===== src/design/cnw_pkg.sv =====
// Shared types and constants for the character LCD nibble writer.
package cnw_pkg;

  // Operation codes carried by an input beat
  localparam logic [1:0] OP_DATA = 2'd0;
  localparam logic [1:0] OP_CMD  = 2'd1;
  localparam logic [1:0] OP_INIT = 2'd2;

  // Configuration register indexes
  localparam logic [1:0] CFG_BYTE_SETTLE   = 2'd0;
  localparam logic [1:0] CFG_LONG_COMMAND  = 2'd1;
  localparam logic [1:0] CFG_INIT_WAIT     = 2'd2;

  // Register reset values (microseconds)
  localparam logic [11:0] BYTE_SETTLE_RST  = 12'd70;
  localparam logic [15:0] LONG_COMMAND_RST = 16'd2100;
  localparam logic [11:0] INIT_WAIT_RST    = 12'd199;

  // Display commands and wake-up nibble
  localparam logic [7:0] CMD_CLEAR     = 8'h01;
  localparam logic [7:0] CMD_HOME      = 8'h02;
  localparam logic [7:0] CMD_FUNC_4BIT = 8'h28;
  localparam logic [3:0] WAKE_NIBBLE   = 4'h3;

  // Widths
  localparam int unsigned HOLD_W = 17;
  localparam int unsigned CFG_W  = 16;

  // Queue between front and back
  localparam int unsigned QDEPTH = 2;
  localparam int unsigned QPTR_W = 1;
  localparam int unsigned QCNT_W = 2;

  // Result steps of the byte and init sequences
  localparam logic [2:0] STEP_FIRST     = 3'd0;
  localparam logic [2:0] STEP_BYTE_LAST = 3'd1;
  localparam logic [2:0] STEP_INIT_LAST = 3'd6;

  // Classified item passed from front to back
  typedef struct packed {
    logic       is_init;
    logic       rs;
    logic       long_cmd;
    logic [7:0] value;
  } cnw_item_t;

  // Queue status seen by both sides
  typedef struct packed {
    logic full;
    logic empty;
  } cnw_qstat_t;

endpackage


===== src/design/cnw_front.sv =====
// Front end: accepts request beats and classifies them for the queue.
module cnw_front (
  input  logic                  start_i,
  input  logic [1:0]            opcode_i,
  input  logic [7:0]            value_i,
  input  cnw_pkg::cnw_qstat_t   qstat_i,
  output logic                  busy_o,
  output logic                  push_o,
  output cnw_pkg::cnw_item_t    item_o
);
  import cnw_pkg::*;

  logic accept;
  logic known_op;

  // Hold off new beats while the queue is full
  assign busy_o = qstat_i.full;
  assign accept = start_i & ~qstat_i.full;

  // Drop the unused opcode: accepted, but nothing queued
  always_comb begin
    case (opcode_i)
      OP_DATA, OP_CMD, OP_INIT: known_op = 1'b1;
      default:                  known_op = 1'b0;
    endcase
  end

  assign push_o = accept & known_op;

  // Classify the beat
  always_comb begin
    item_o.is_init  = (opcode_i == OP_INIT);
    item_o.rs       = (opcode_i == OP_DATA);
    item_o.long_cmd = (opcode_i == OP_CMD) &&
                      ((value_i == CMD_CLEAR) || (value_i == CMD_HOME));
    item_o.value    = value_i;
  end

endmodule


===== src/design/cnw_queue.sv =====
// Two-entry queue that decouples the front end from the pulse sequencer.
module cnw_queue (
  input  logic                  clk_i,
  input  logic                  rst_ni,
  input  logic                  push_i,
  input  cnw_pkg::cnw_item_t    item_i,
  input  logic                  pop_i,
  output cnw_pkg::cnw_item_t    item_o,
  output cnw_pkg::cnw_qstat_t   qstat_o
);
  import cnw_pkg::*;

  cnw_item_t           mem_q [QDEPTH];
  logic [QPTR_W-1:0]   wr_ptr_q, wr_ptr_d;
  logic [QPTR_W-1:0]   rd_ptr_q, rd_ptr_d;
  logic [QCNT_W-1:0]   count_q, count_d;

  assign qstat_o.full  = (count_q == QCNT_W'(QDEPTH));
  assign qstat_o.empty = (count_q == '0);
  assign item_o        = mem_q[rd_ptr_q];

  // Advance pointers and count
  always_comb begin
    wr_ptr_d = wr_ptr_q;
    rd_ptr_d = rd_ptr_q;
    count_d  = count_q;
    if (push_i) begin
      wr_ptr_d = wr_ptr_q + 1'b1;
    end
    if (pop_i) begin
      rd_ptr_d = rd_ptr_q + 1'b1;
    end
    if (push_i && !pop_i) begin
      count_d = count_q + 1'b1;
    end else if (!push_i && pop_i) begin
      count_d = count_q - 1'b1;
    end
  end

  always_ff @(posedge clk_i or negedge rst_ni) begin
    if (!rst_ni) begin
      wr_ptr_q <= '0;
      rd_ptr_q <= '0;
      count_q  <= '0;
    end else begin
      wr_ptr_q <= wr_ptr_d;
      rd_ptr_q <= rd_ptr_d;
      count_q  <= count_d;
    end
  end

  // Store the pushed beat
  always_ff @(posedge clk_i) begin
    if (push_i) begin
      mem_q[wr_ptr_q] <= item_i;
    end
  end

  a_no_overflow: assert property (@(posedge clk_i) disable iff (!rst_ni)
    push_i |-> (count_q != QCNT_W'(QDEPTH)))
    else $error("queue push while full");

  a_no_underflow: assert property (@(posedge clk_i) disable iff (!rst_ni)
    pop_i |-> (count_q != '0))
    else $error("queue pop while empty");

  a_count_track: assert property (@(posedge clk_i) disable iff (!rst_ni)
    (push_i && !pop_i) |=> (count_q == $past(count_q) + 1'b1))
    else $error("queue count did not advance on push");

endmodule


===== src/design/cnw_back.sv =====
// Back end: steps through the pulses of each queued item, one result per cycle.
module cnw_back (
  input  logic                  clk_i,
  input  logic                  rst_ni,
  input  cnw_pkg::cnw_qstat_t   qstat_i,
  input  cnw_pkg::cnw_item_t    item_i,
  input  logic [11:0]           byte_settle_us_i,
  input  logic [15:0]           long_command_us_i,
  input  logic [11:0]           init_wait_us_i,
  output logic                  pop_o,
  output logic                  res_valid_o,
  output logic                  strobe_res_o,
  output logic                  reg_select_o,
  output logic [3:0]            nibble_o,
  output logic [cnw_pkg::HOLD_W-1:0] hold_us_o,
  output logic                  last_o
);
  import cnw_pkg::*;

  cnw_item_t          cur_q, cur_d;
  logic               active_q, active_d;
  logic [2:0]         step_q, step_d;
  logic               at_last;

  logic               valid_q, valid_d;
  logic               strobe_q, strobe_d;
  logic               rs_q, rs_d;
  logic [3:0]         nib_q, nib_d;
  logic [HOLD_W-1:0]  hold_q, hold_d;
  logic               last_q, last_d;

  logic [HOLD_W-1:0]  settle_ext, wait_ext, byte_hold, init_hold;

  assign settle_ext = HOLD_W'(byte_settle_us_i);
  assign wait_ext   = HOLD_W'(init_wait_us_i);
  assign byte_hold  = cur_q.long_cmd ? settle_ext + HOLD_W'(long_command_us_i) : settle_ext;
  assign init_hold  = settle_ext + wait_ext;

  assign at_last = active_q &&
                   (cur_q.is_init ? (step_q == STEP_INIT_LAST) : (step_q == STEP_BYTE_LAST));

  // Pop the next item when idle or on the final pulse of the current one
  assign pop_o = !qstat_i.empty && (!active_q || at_last);

  // Build the result for the current step
  always_comb begin
    strobe_d = 1'b1;
    rs_d     = 1'b0;
    nib_d    = '0;
    hold_d   = '0;
    last_d   = at_last;
    if (cur_q.is_init) begin
      case (step_q)
        3'd0: begin
          strobe_d = 1'b0;
          hold_d   = wait_ext;
        end
        3'd1, 3'd3: nib_d = WAKE_NIBBLE;
        3'd2: begin
          nib_d  = WAKE_NIBBLE;
          hold_d = wait_ext;
        end
        3'd4: begin
          nib_d  = CMD_FUNC_4BIT[7:4];
          hold_d = wait_ext;
        end
        3'd5: nib_d = CMD_FUNC_4BIT[7:4];
        3'd6: begin
          nib_d  = CMD_FUNC_4BIT[3:0];
          hold_d = init_hold;
        end
        default: nib_d = '0;
      endcase
    end else begin
      rs_d = cur_q.rs;
      if (step_q == STEP_FIRST) begin
        nib_d = cur_q.value[7:4];
      end else begin
        nib_d  = cur_q.value[3:0];
        hold_d = byte_hold;
      end
    end
    valid_d = active_q;
  end

  // Advance the step counter and load the next item
  always_comb begin
    cur_d    = cur_q;
    active_d = active_q;
    step_d   = step_q;
    if (active_q && !at_last) begin
      step_d = step_q + 1'b1;
    end else if (pop_o) begin
      cur_d    = item_i;
      active_d = 1'b1;
      step_d   = STEP_FIRST;
    end else begin
      active_d = 1'b0;
    end
  end

  always_ff @(posedge clk_i or negedge rst_ni) begin
    if (!rst_ni) begin
      active_q <= 1'b0;
      step_q   <= STEP_FIRST;
      valid_q  <= 1'b0;
    end else begin
      active_q <= active_d;
      step_q   <= step_d;
      valid_q  <= valid_d;
    end
  end

  // Payload registers need no reset
  always_ff @(posedge clk_i) begin
    cur_q    <= cur_d;
    strobe_q <= strobe_d;
    rs_q     <= rs_d;
    nib_q    <= nib_d;
    hold_q   <= hold_d;
    last_q   <= last_d;
  end

  assign res_valid_o  = valid_q;
  assign strobe_res_o = strobe_q;
  assign reg_select_o = rs_q;
  assign nibble_o     = nib_q;
  assign hold_us_o    = hold_q;
  assign last_o       = last_q;

  a_last_ends_item: assert property (@(posedge clk_i) disable iff (!rst_ni)
    (at_last && qstat_i.empty) |=> !active_q)
    else $error("sequencer stayed active after final pulse");

  a_step_in_range: assert property (@(posedge clk_i) disable iff (!rst_ni)
    (active_q && !cur_q.is_init) |-> (step_q <= STEP_BYTE_LAST))
    else $error("byte item stepped past its low nibble");

  a_result_follows: assert property (@(posedge clk_i) disable iff (!rst_ni)
    active_q |=> res_valid_o)
    else $error("active step produced no result");

endmodule


===== src/design/char_lcd_nibble_writer.sv =====
// Top level of the character LCD nibble writer: config registers and front/queue/back.
//
// Usage:
//   Request channel: drive opcode_i (0 data byte, 1 command byte, 2 init) and
//   value_i with start_i high; the beat is taken at an edge where busy_o is low.
//   Opcode 3 is taken and dropped. busy_o rises only while the two-entry queue
//   is full.
//   Result channel: res_valid_o is high for exactly one cycle per result;
//   strobe_res_o, reg_select_o, nibble_o, hold_us_o and last_o are valid then.
//   The receiver cannot stall; every result appears once.
//   Config: cfg_we_i writes cfg_data_i to register cfg_idx_i (0 byte settle,
//   1 long command, 2 init wait); index 3 is ignored. Write only when idle.
// Flow:
//   The request beat is registered in the queue, the sequencer loads it into its
//   item register, and each result leaves through the result registers. The
//   sequencer emits one result per cycle while it holds an item; queued items
//   follow with no gap. Sustained rate is set by the sequencer's step counter.
// Reset: rst_ni clears the queue and sequencer and loads the register defaults.
module char_lcd_nibble_writer (
  input  logic                       clk_i,
  input  logic                       rst_ni,
  input  logic                       start_i,
  output logic                       busy_o,
  input  logic [1:0]                 opcode_i,
  input  logic [7:0]                 value_i,
  input  logic                       cfg_we_i,
  input  logic [1:0]                 cfg_idx_i,
  input  logic [cnw_pkg::CFG_W-1:0]  cfg_data_i,
  output logic                       res_valid_o,
  output logic                       strobe_res_o,
  output logic                       reg_select_o,
  output logic [3:0]                 nibble_o,
  output logic [cnw_pkg::HOLD_W-1:0] hold_us_o,
  output logic                       last_o
);
  import cnw_pkg::*;

  logic [11:0] byte_settle_q;
  logic [15:0] long_command_q;
  logic [11:0] init_wait_q;

  logic        push;
  logic        pop;
  cnw_item_t   front_item;
  cnw_item_t   queue_item;
  cnw_qstat_t  qstat;

  // Write configuration registers
  always_ff @(posedge clk_i or negedge rst_ni) begin
    if (!rst_ni) begin
      byte_settle_q  <= BYTE_SETTLE_RST;
      long_command_q <= LONG_COMMAND_RST;
      init_wait_q    <= INIT_WAIT_RST;
    end else if (cfg_we_i) begin
      case (cfg_idx_i)
        CFG_BYTE_SETTLE:  byte_settle_q  <= cfg_data_i[11:0];
        CFG_LONG_COMMAND: long_command_q <= cfg_data_i[15:0];
        CFG_INIT_WAIT:    init_wait_q    <= cfg_data_i[11:0];
        default: ;
      endcase
    end
  end

  cnw_front u_front (
    .start_i  (start_i),
    .opcode_i (opcode_i),
    .value_i  (value_i),
    .qstat_i  (qstat),
    .busy_o   (busy_o),
    .push_o   (push),
    .item_o   (front_item)
  );

  cnw_queue u_queue (
    .clk_i   (clk_i),
    .rst_ni  (rst_ni),
    .push_i  (push),
    .item_i  (front_item),
    .pop_i   (pop),
    .item_o  (queue_item),
    .qstat_o (qstat)
  );

  cnw_back u_back (
    .clk_i             (clk_i),
    .rst_ni            (rst_ni),
    .qstat_i           (qstat),
    .item_i            (queue_item),
    .byte_settle_us_i  (byte_settle_q),
    .long_command_us_i (long_command_q),
    .init_wait_us_i    (init_wait_q),
    .pop_o             (pop),
    .res_valid_o       (res_valid_o),
    .strobe_res_o      (strobe_res_o),
    .reg_select_o      (reg_select_o),
    .nibble_o          (nibble_o),
    .hold_us_o         (hold_us_o),
    .last_o            (last_o)
  );

endmodule


===== config.mk =====
export PLATFORM = sky130hd
export DESIGN_NAME = char_lcd_nibble_writer
export DESIGN_NICKNAME = d
export VERILOG_FILES = /design/src/design/cnw_pkg.sv /design/src/design/cnw_front.sv /design/src/design/cnw_queue.sv /design/src/design/cnw_back.sv /design/src/design/char_lcd_nibble_writer.sv
export SDC_FILE = /design/constraint.sdc
export NUM_CORES = 1
export LEC_CHECK = 0
export ABC_AREA = 1
export BUFFER_PORTS_ARGS = -buffer_cell sky130_fd_sc_hd__buf_2
export CAP_MARGIN = 20
export CORE_AREA = 5 5 112 104
export DETAILED_ROUTE_END_ITERATION = 8
export DIE_AREA = 0 0 117 109
export PLACE_DENSITY = 0.72
export SETUP_SLACK_MARGIN = 0.15
export SYNTH_ARGS = -nofsm -noshare
export SYNTH_HDL_FRONTEND = slang
export SYNTH_SLANG_ARGS = --single-unit

===== constraint.sdc =====
create_clock -name clk_i -period 2.4 [get_ports clk_i]
set_clock_uncertainty 0.1 [all_clocks]
set_input_delay 0.24 -clock clk_i [delete_from_list [all_inputs] [get_ports clk_i]]
set_output_delay 0.24 -clock clk_i [all_outputs]
set_load 0.005 [all_outputs]

Yosys cells after proc, flatten, opt, wreduce, memory -nomap -nowiden
Memory sizes are Yosys's and may differ from the RTL's. A register that Yosys moved wholly into a read port is not among the register bits.
Cells that the tools add are included.

word-level totals
  RAM bits = 22
  memories = 1
  output and inout bits = 26
  register bits = 73
  logic and storage cells = 83

memories
  name           words  bits a word  rd ports  clocked after memory_dff  write ports  RTL line         text
  u_queue.mem_q  2      11           1         1                         1            cnw_queue.sv:13  cnw_item_t mem_q [QDEPTH];

operators by class
  equality and inequality tests = 13
  reductions and logical operators = 27
  add/subtract/negate cells = 7
  muxes and demuxes = 17
  bitwise operators = 4

operators with widths
  cell                   number
  $mux W17               3
  $pmux W17 S2           1
  $add A12 B16 Y17       1
  $add A12 B12 Y13       1
  $pmux W4 S3            1
  $eq A3 B3 Y1 const B   3
  $reduce_or A3 Y1       3
  $eq A8 B1 Y1 const B   1
  $eq A8 B2 Y1 const B   1
  $mux W4                2
  $reduce_and A2 Y1      4
  $eq A2 B2 Y1 const B   3
  $eq A3 B2 Y1 const B   2
  $logic_and A1 B1 Y1    6
  $logic_not A2 Y1       3
  $mux W1                6
  $mux W3                2
  $logic_not A1 Y1       5
  $eq A2 B1 Y1 const B   2
  $mux W2                2
  $reduce_bool A2 Y1     2
  $add A3 B1 Y3 const B  1
  $eq A3 B1 Y1 const B   1
  $logic_not A3 Y1       1
  7 further kinds        11

Depth between registers and ports, before layout
  depth in word-level cells = 8
  depth in mapped cells = 13
  gate-level depth less buffers = 13

By module
A second synthesis with hierarchy kept.

second synthesis, totals
  cell total of the unflattened synthesis = 712
  area, all modules = 5866.9 um2

modules (own cells, without submodules)
  module                  cells an instance  area an instance (um2)  instances
  cnw_back                443                3025.4                  1
  char_lcd_nibble_writer  180                1656.6                  1
  cnw_queue               59                 1036.0                  1
  cnw_front               30                 148.9                   1

Worst setup path before layout
OpenSTA, ideal clock, no wires.

  path kind = register -> register
  start = reg byte_settle_q[1]
  end = reg u_back.hold_q[12], in the netlist u_back.hold_us_o[12]
  stages on the path, launching flop included = 13
  data arrival time = 1.721 ns
  buffers on the path = 0
  setup slack = 0.467 ns
  library setup time = 0.112 ns
  path through = dfstp_2 inv_1 fa_1 inv_1 nand3_1 nand2_1 nand2_1 nand2_1 nand2_1 nand2_1 nand2_1 nand3_1 nand2_1

on the way
  word-level cells in the longest chain between the ends = 4
  elaborated cells on any way between the ends = 6

ends and longest elaborated chain
  item                      RTL line                      text
  start: declaration        char_lcd_nibble_writer.sv:38  logic [11:0] byte_settle_q;
  start signal: assignment  char_lcd_nibble_writer.sv:56  CFG_BYTE_SETTLE: byte_settle_q <= cfg_data_i[11:0];
  $add A12 B16 Y17          cnw_back.sv:36                assign byte_hold = cur_q.long_cmd ? settle_ext + HOLD_W'(long_command_us_i) : settle_ext;
  $mux W17                  cnw_back.sv:36
  $mux W17                  cnw_back.sv:76                if (step_q == STEP_FIRST) begin
  $mux W17 (*)              cnw_back.sv:52                if (cur_q.is_init) begin
  net u_back.hold_d[12]     cnw_back.sv:29                logic [HOLD_W-1:0] hold_q, hold_d;
  end signal: assignment    cnw_back.sv:120               hold_q <= hold_d;
  end: declaration          cnw_back.sv:29

The timed path passes the listed nets; every way through them passes the cells marked *.
A chain may end at the register's enable or synchronous reset.

Worst setup path in the final report
  start = reg u_back.step_q[0]
  end = reg u_queue.count_q[1]

on the way
  word-level cells in the longest chain between the ends = 8
  elaborated cells on any way between the ends = 11

ends and longest elaborated chain
  item                                                  RTL line         text
  start: declaration                                    cnw_back.sv:22   logic [2:0] step_q, step_d;
  start signal: assignment                              cnw_back.sv:109  step_q <= step_d;
  $eq A3 B1 Y1 / $eq A3 B3 Y1 (equally long branches)   cnw_back.sv:40   (cur_q.is_init ? (step_q == STEP_INIT_LAST) : (step_q == STEP_BYTE_LAST));
  $mux W1 (*)                                           cnw_back.sv:40
  $logic_and A1 B1 Y1 (*)                               cnw_back.sv:39   assign at_last = active_q &&
  $logic_or A1 B1 Y1 (*)                                cnw_back.sv:43   assign pop_o = !qstat_i.empty && (!active_q || at_last);
  $logic_and A1 B1 Y1 (*)                               cnw_back.sv:43
  $logic_not A1 Y1                                      cnw_queue.sv:33  if (push_i && !pop_i) begin
  $logic_and A1 B1 Y1                                   cnw_queue.sv:33
  $mux W2 / $reduce_bool A2 Y1 (equally long branches)  --
  end signal: assignment                                cnw_queue.sv:48  count_q <= count_d;
  end: declaration                                      cnw_queue.sv:16  logic [QCNT_W-1:0] count_q, count_d;

Mark *: on every way between the ends. The rest lies on a longest branch, timed or not.

==> results.cfg <==
[status]
outcome = finished clean

[yosys]
yosysTopAreaCellShare_pct = 18.0
avgSynthCellArea_um2 = 8.16
syn_area_um2 = 5520
syn-instance-count = 676
ys_warn_count = 0
synth_top_flop_cell = dfrtp_1
synth-edff-count = 33
yosysSeqAreaShare_pct = 49.1
async_flop_share_pct = 46.2
synth.area.top_cells = edfxtp_1, dfrtp_1, nand2_1
synth_top_cell_by_area = edfxtp_1
synthDistinctLibCells = 43
syn_nets = 740
ys_seq_elements = 106

[flow_run]
maxCapViolCount = 0

[timing]
finalCritPeriodShare_pct = 88.2
max_freq_mhz = 473
tightest_slew_ns = 0.773
final_max_slew_viol_count = 0
hold_violations = 0
rsz0062_at_grt = no
worst_slack_ns = 0.284
slew_headroom_pct = 48.3
setup_viol = 0
setup_tns_ns = 0
fin_crit_ns = 2.12

[finish]
final_nets = 817
layout.cells.non_filler = 891
antenna_cells = 0
syn_to_final_growth_pct = 15.8
fillers = 929
final_cell_mix = nand2_1, inv_1, nor2_1
drive_above_1_share_pct = 15.0
layout_commonest_cell = nand2_1
design_area_um2 = 6390

[drt]
dr.first_iter.drc_count = 306
wl_um = 13500
wire_per_inst_um = 15.1
drc = 0
via_per_inst = 5.27
drtPass1Iterations = 5
ant_nets = 0
route.vias.total = 4692

[power_and_ir_drop]
power_leakage_nw = 3.20
power_mw = 6.85
power_density_nw_per_um2 = 1070
ir_worst_vdd_uv = 897

[worst_setup_path]
required_ns = 2.54
cp_top_family = simple AND/OR/NAND/NOR gates
critical-path-slowest-cell = dfrtp_1
critPathKind = reg2reg
worst-path-max-fanout = 6
crit_buf_inv = 2
critPathLaunchType = flip-flop
worst_path_largest_cell_delay_ns = 0.42
crit_chain = inv_1 -> ha_1 -> nand2_1 -> nor2_4 -> inv_2 -> nand3_4 -> o21ai_4 -> ha_1 -> nor2_1 -> nand2_1 -> xor2_1
cp-end-kind = flip-flop
crit_arrival_ns = 2.26

[clock_network]
h-tree-depth = 3
cts-buffers-inserted = 9
cts_buffer_depth = 2
clk_latency_ns = 0.35
cts.sinks = 106
clk_pin_slew_ns = 0.08
cts_tree = yes
clk_root_buffer_cell = clkbuf_16

[placement]
placed_area_um2 = 5960
hpwl_um = 10100
place.gp.congestion = 0.972
post-place-cells = 860
dp_slack_ns = 0.192
port_buffers = 57

[floorplanning]
rows = 36
ioPinCount = 58
dieArea_um2 = 12800
die_w_um = 117
initial_utilization_pct = 52.8
chipHeight_um = 109
core_area_um2 = 10500

[global_route]
grt.overflow.total = 0
grt_pass1_vias = 4468
grt_pass1_wl_um = 21900
antenna_found_initial = 0
grt.total_usage_pct = 22.4
grt_max_degree = 50

[min_path]
hp-class = in2reg
registers in the layout, summed over array words and instances, names as in the netlist:
signal	count
u_queue.mem_q	22
u_back.hold_us_o	17
long_command_q	16
byte_settle_q	12
init_wait_q	12
u_back.cur_q	11
u_back.nibble_o	4
u_back.step_q	3
u_queue.count_q	2
u_back.active_q	1
u_back.last_o	1
u_back.reg_select_o	1
u_back.res_valid_o	1
u_back.strobe_res_o	1
u_queue.rd_ptr_q	1
u_queue.wr_ptr_q	1
worst register-to-register path: stages (launching register included):
cell and delay (ns):
dfrtp_1 0.42, inv_1 0.08, ha_1 0.21, nand2_1 0.13, nor2_4 0.06, inv_2 0.14, nand3_4 0.14, o21ai_4 0.12
ha_1 0.28, nor2_1 0.12, nand2_1 0.07, xor2_1 0.14
layer usage:
metal	up-vias	global-route usage [%]	share of wire, %
met5	-	0	0
met1	2186	29.0	43
met3	15	4.38	6.1
met4	0	6.88	1.6
met2	136	38.1	49
li1	2355	-	-
cells by family (layout without fill, tap and decap cells):
| group | after synthesis | after routing | share of synthesized area [%] |
|---|---|---|---|
| adder cells (fa/ha/maj) | 32 | 32 | 7.53 |
| AND/OR/NAND/NOR | 335 | 335 | 25.1 |
| XOR/XNOR | 10 | 10 | 1.59 |
| buffers and inverters | 92 | 174 | 6.46 |
| flip-flops | 106 | 106 | 49.1 |
| AO/OA/AOI/OAI | 101 | 101 | 10.2 |
cells in the mapped netlist, types with 4 or more instances:
cell / count
nand4_1: 6
nor2_1: 67
nand2_2: 4
ha_1: 30
dfstp_2: 12
edfxtp_1: 33
xnor2_1: 4
nand2_1: 208
xor2_1: 6
a21oi_1: 24
o21ai_0: 57
clkbuf_1: 9
nand3_1: 37
nor3_1: 4
dfrtp_1: 37
inv_1: 77
dfxtp_1: 24
path summary, 6_finish.rpt:
kind                                  start                 end  slack (ns)  cells after the start
max                        u_back.step_q[0]  u_queue.count_q[1]        0.28                     11
min                          cfg_data_i[15]  long_command_q[15]        0.04                      3
max reg2reg                u_back.step_q[0]  u_queue.count_q[1]        0.28                     11
min reg2reg                 u_back.active_q  u_back.res_valid_o        0.36                      0
max in group asynchronous            rst_ni  long_command_q[13]        1.29                      3
min in group asynchronous            rst_ni      init_wait_q[4]        0.43                      3
report_power, final:
part	internal [mW]	switching, mW
clock network	0.733	0.728
logic	0.968	1.62
registers	2.47	0.328
repair_timing:
action / CTS / global route
resized for setup: 0 / 1
endpoints found under the setup margin: 0 / 16
setup buffers: 0 / 6
hold endpoints to repair: 53 / 0
hold buffers: 9 / 0
cell type report:
class | count | area, µm² | share of cell area, %
Timing Repair Buffer | 78 | 465 | 7.28
Multi-Input combinational cell | 478 | 2450 | 38.4
Tap cell | 133 | 166 | 2.60
Inverter | 80 | 303 | 4.74
Clock inverter | 7 | 68.8 | 1.08
Sequential cell | 106 | 2710 | 42.4
Clock buffer | 9 | 225 | 3.52
stage by stage:
stage | hold slack, ns | util [%]
6_report | 0.0445 | 61.2
3_5_place_dp | 0.304 | 57.1
2_1_floorplan | -0.156 | -
5_1_grt | 0.0616 | 61.2
3_3_place_gp | 0.288 | 57.1
4_1_cts | 0.0339 | 60.7
Power figures use the tool's default switching activity.
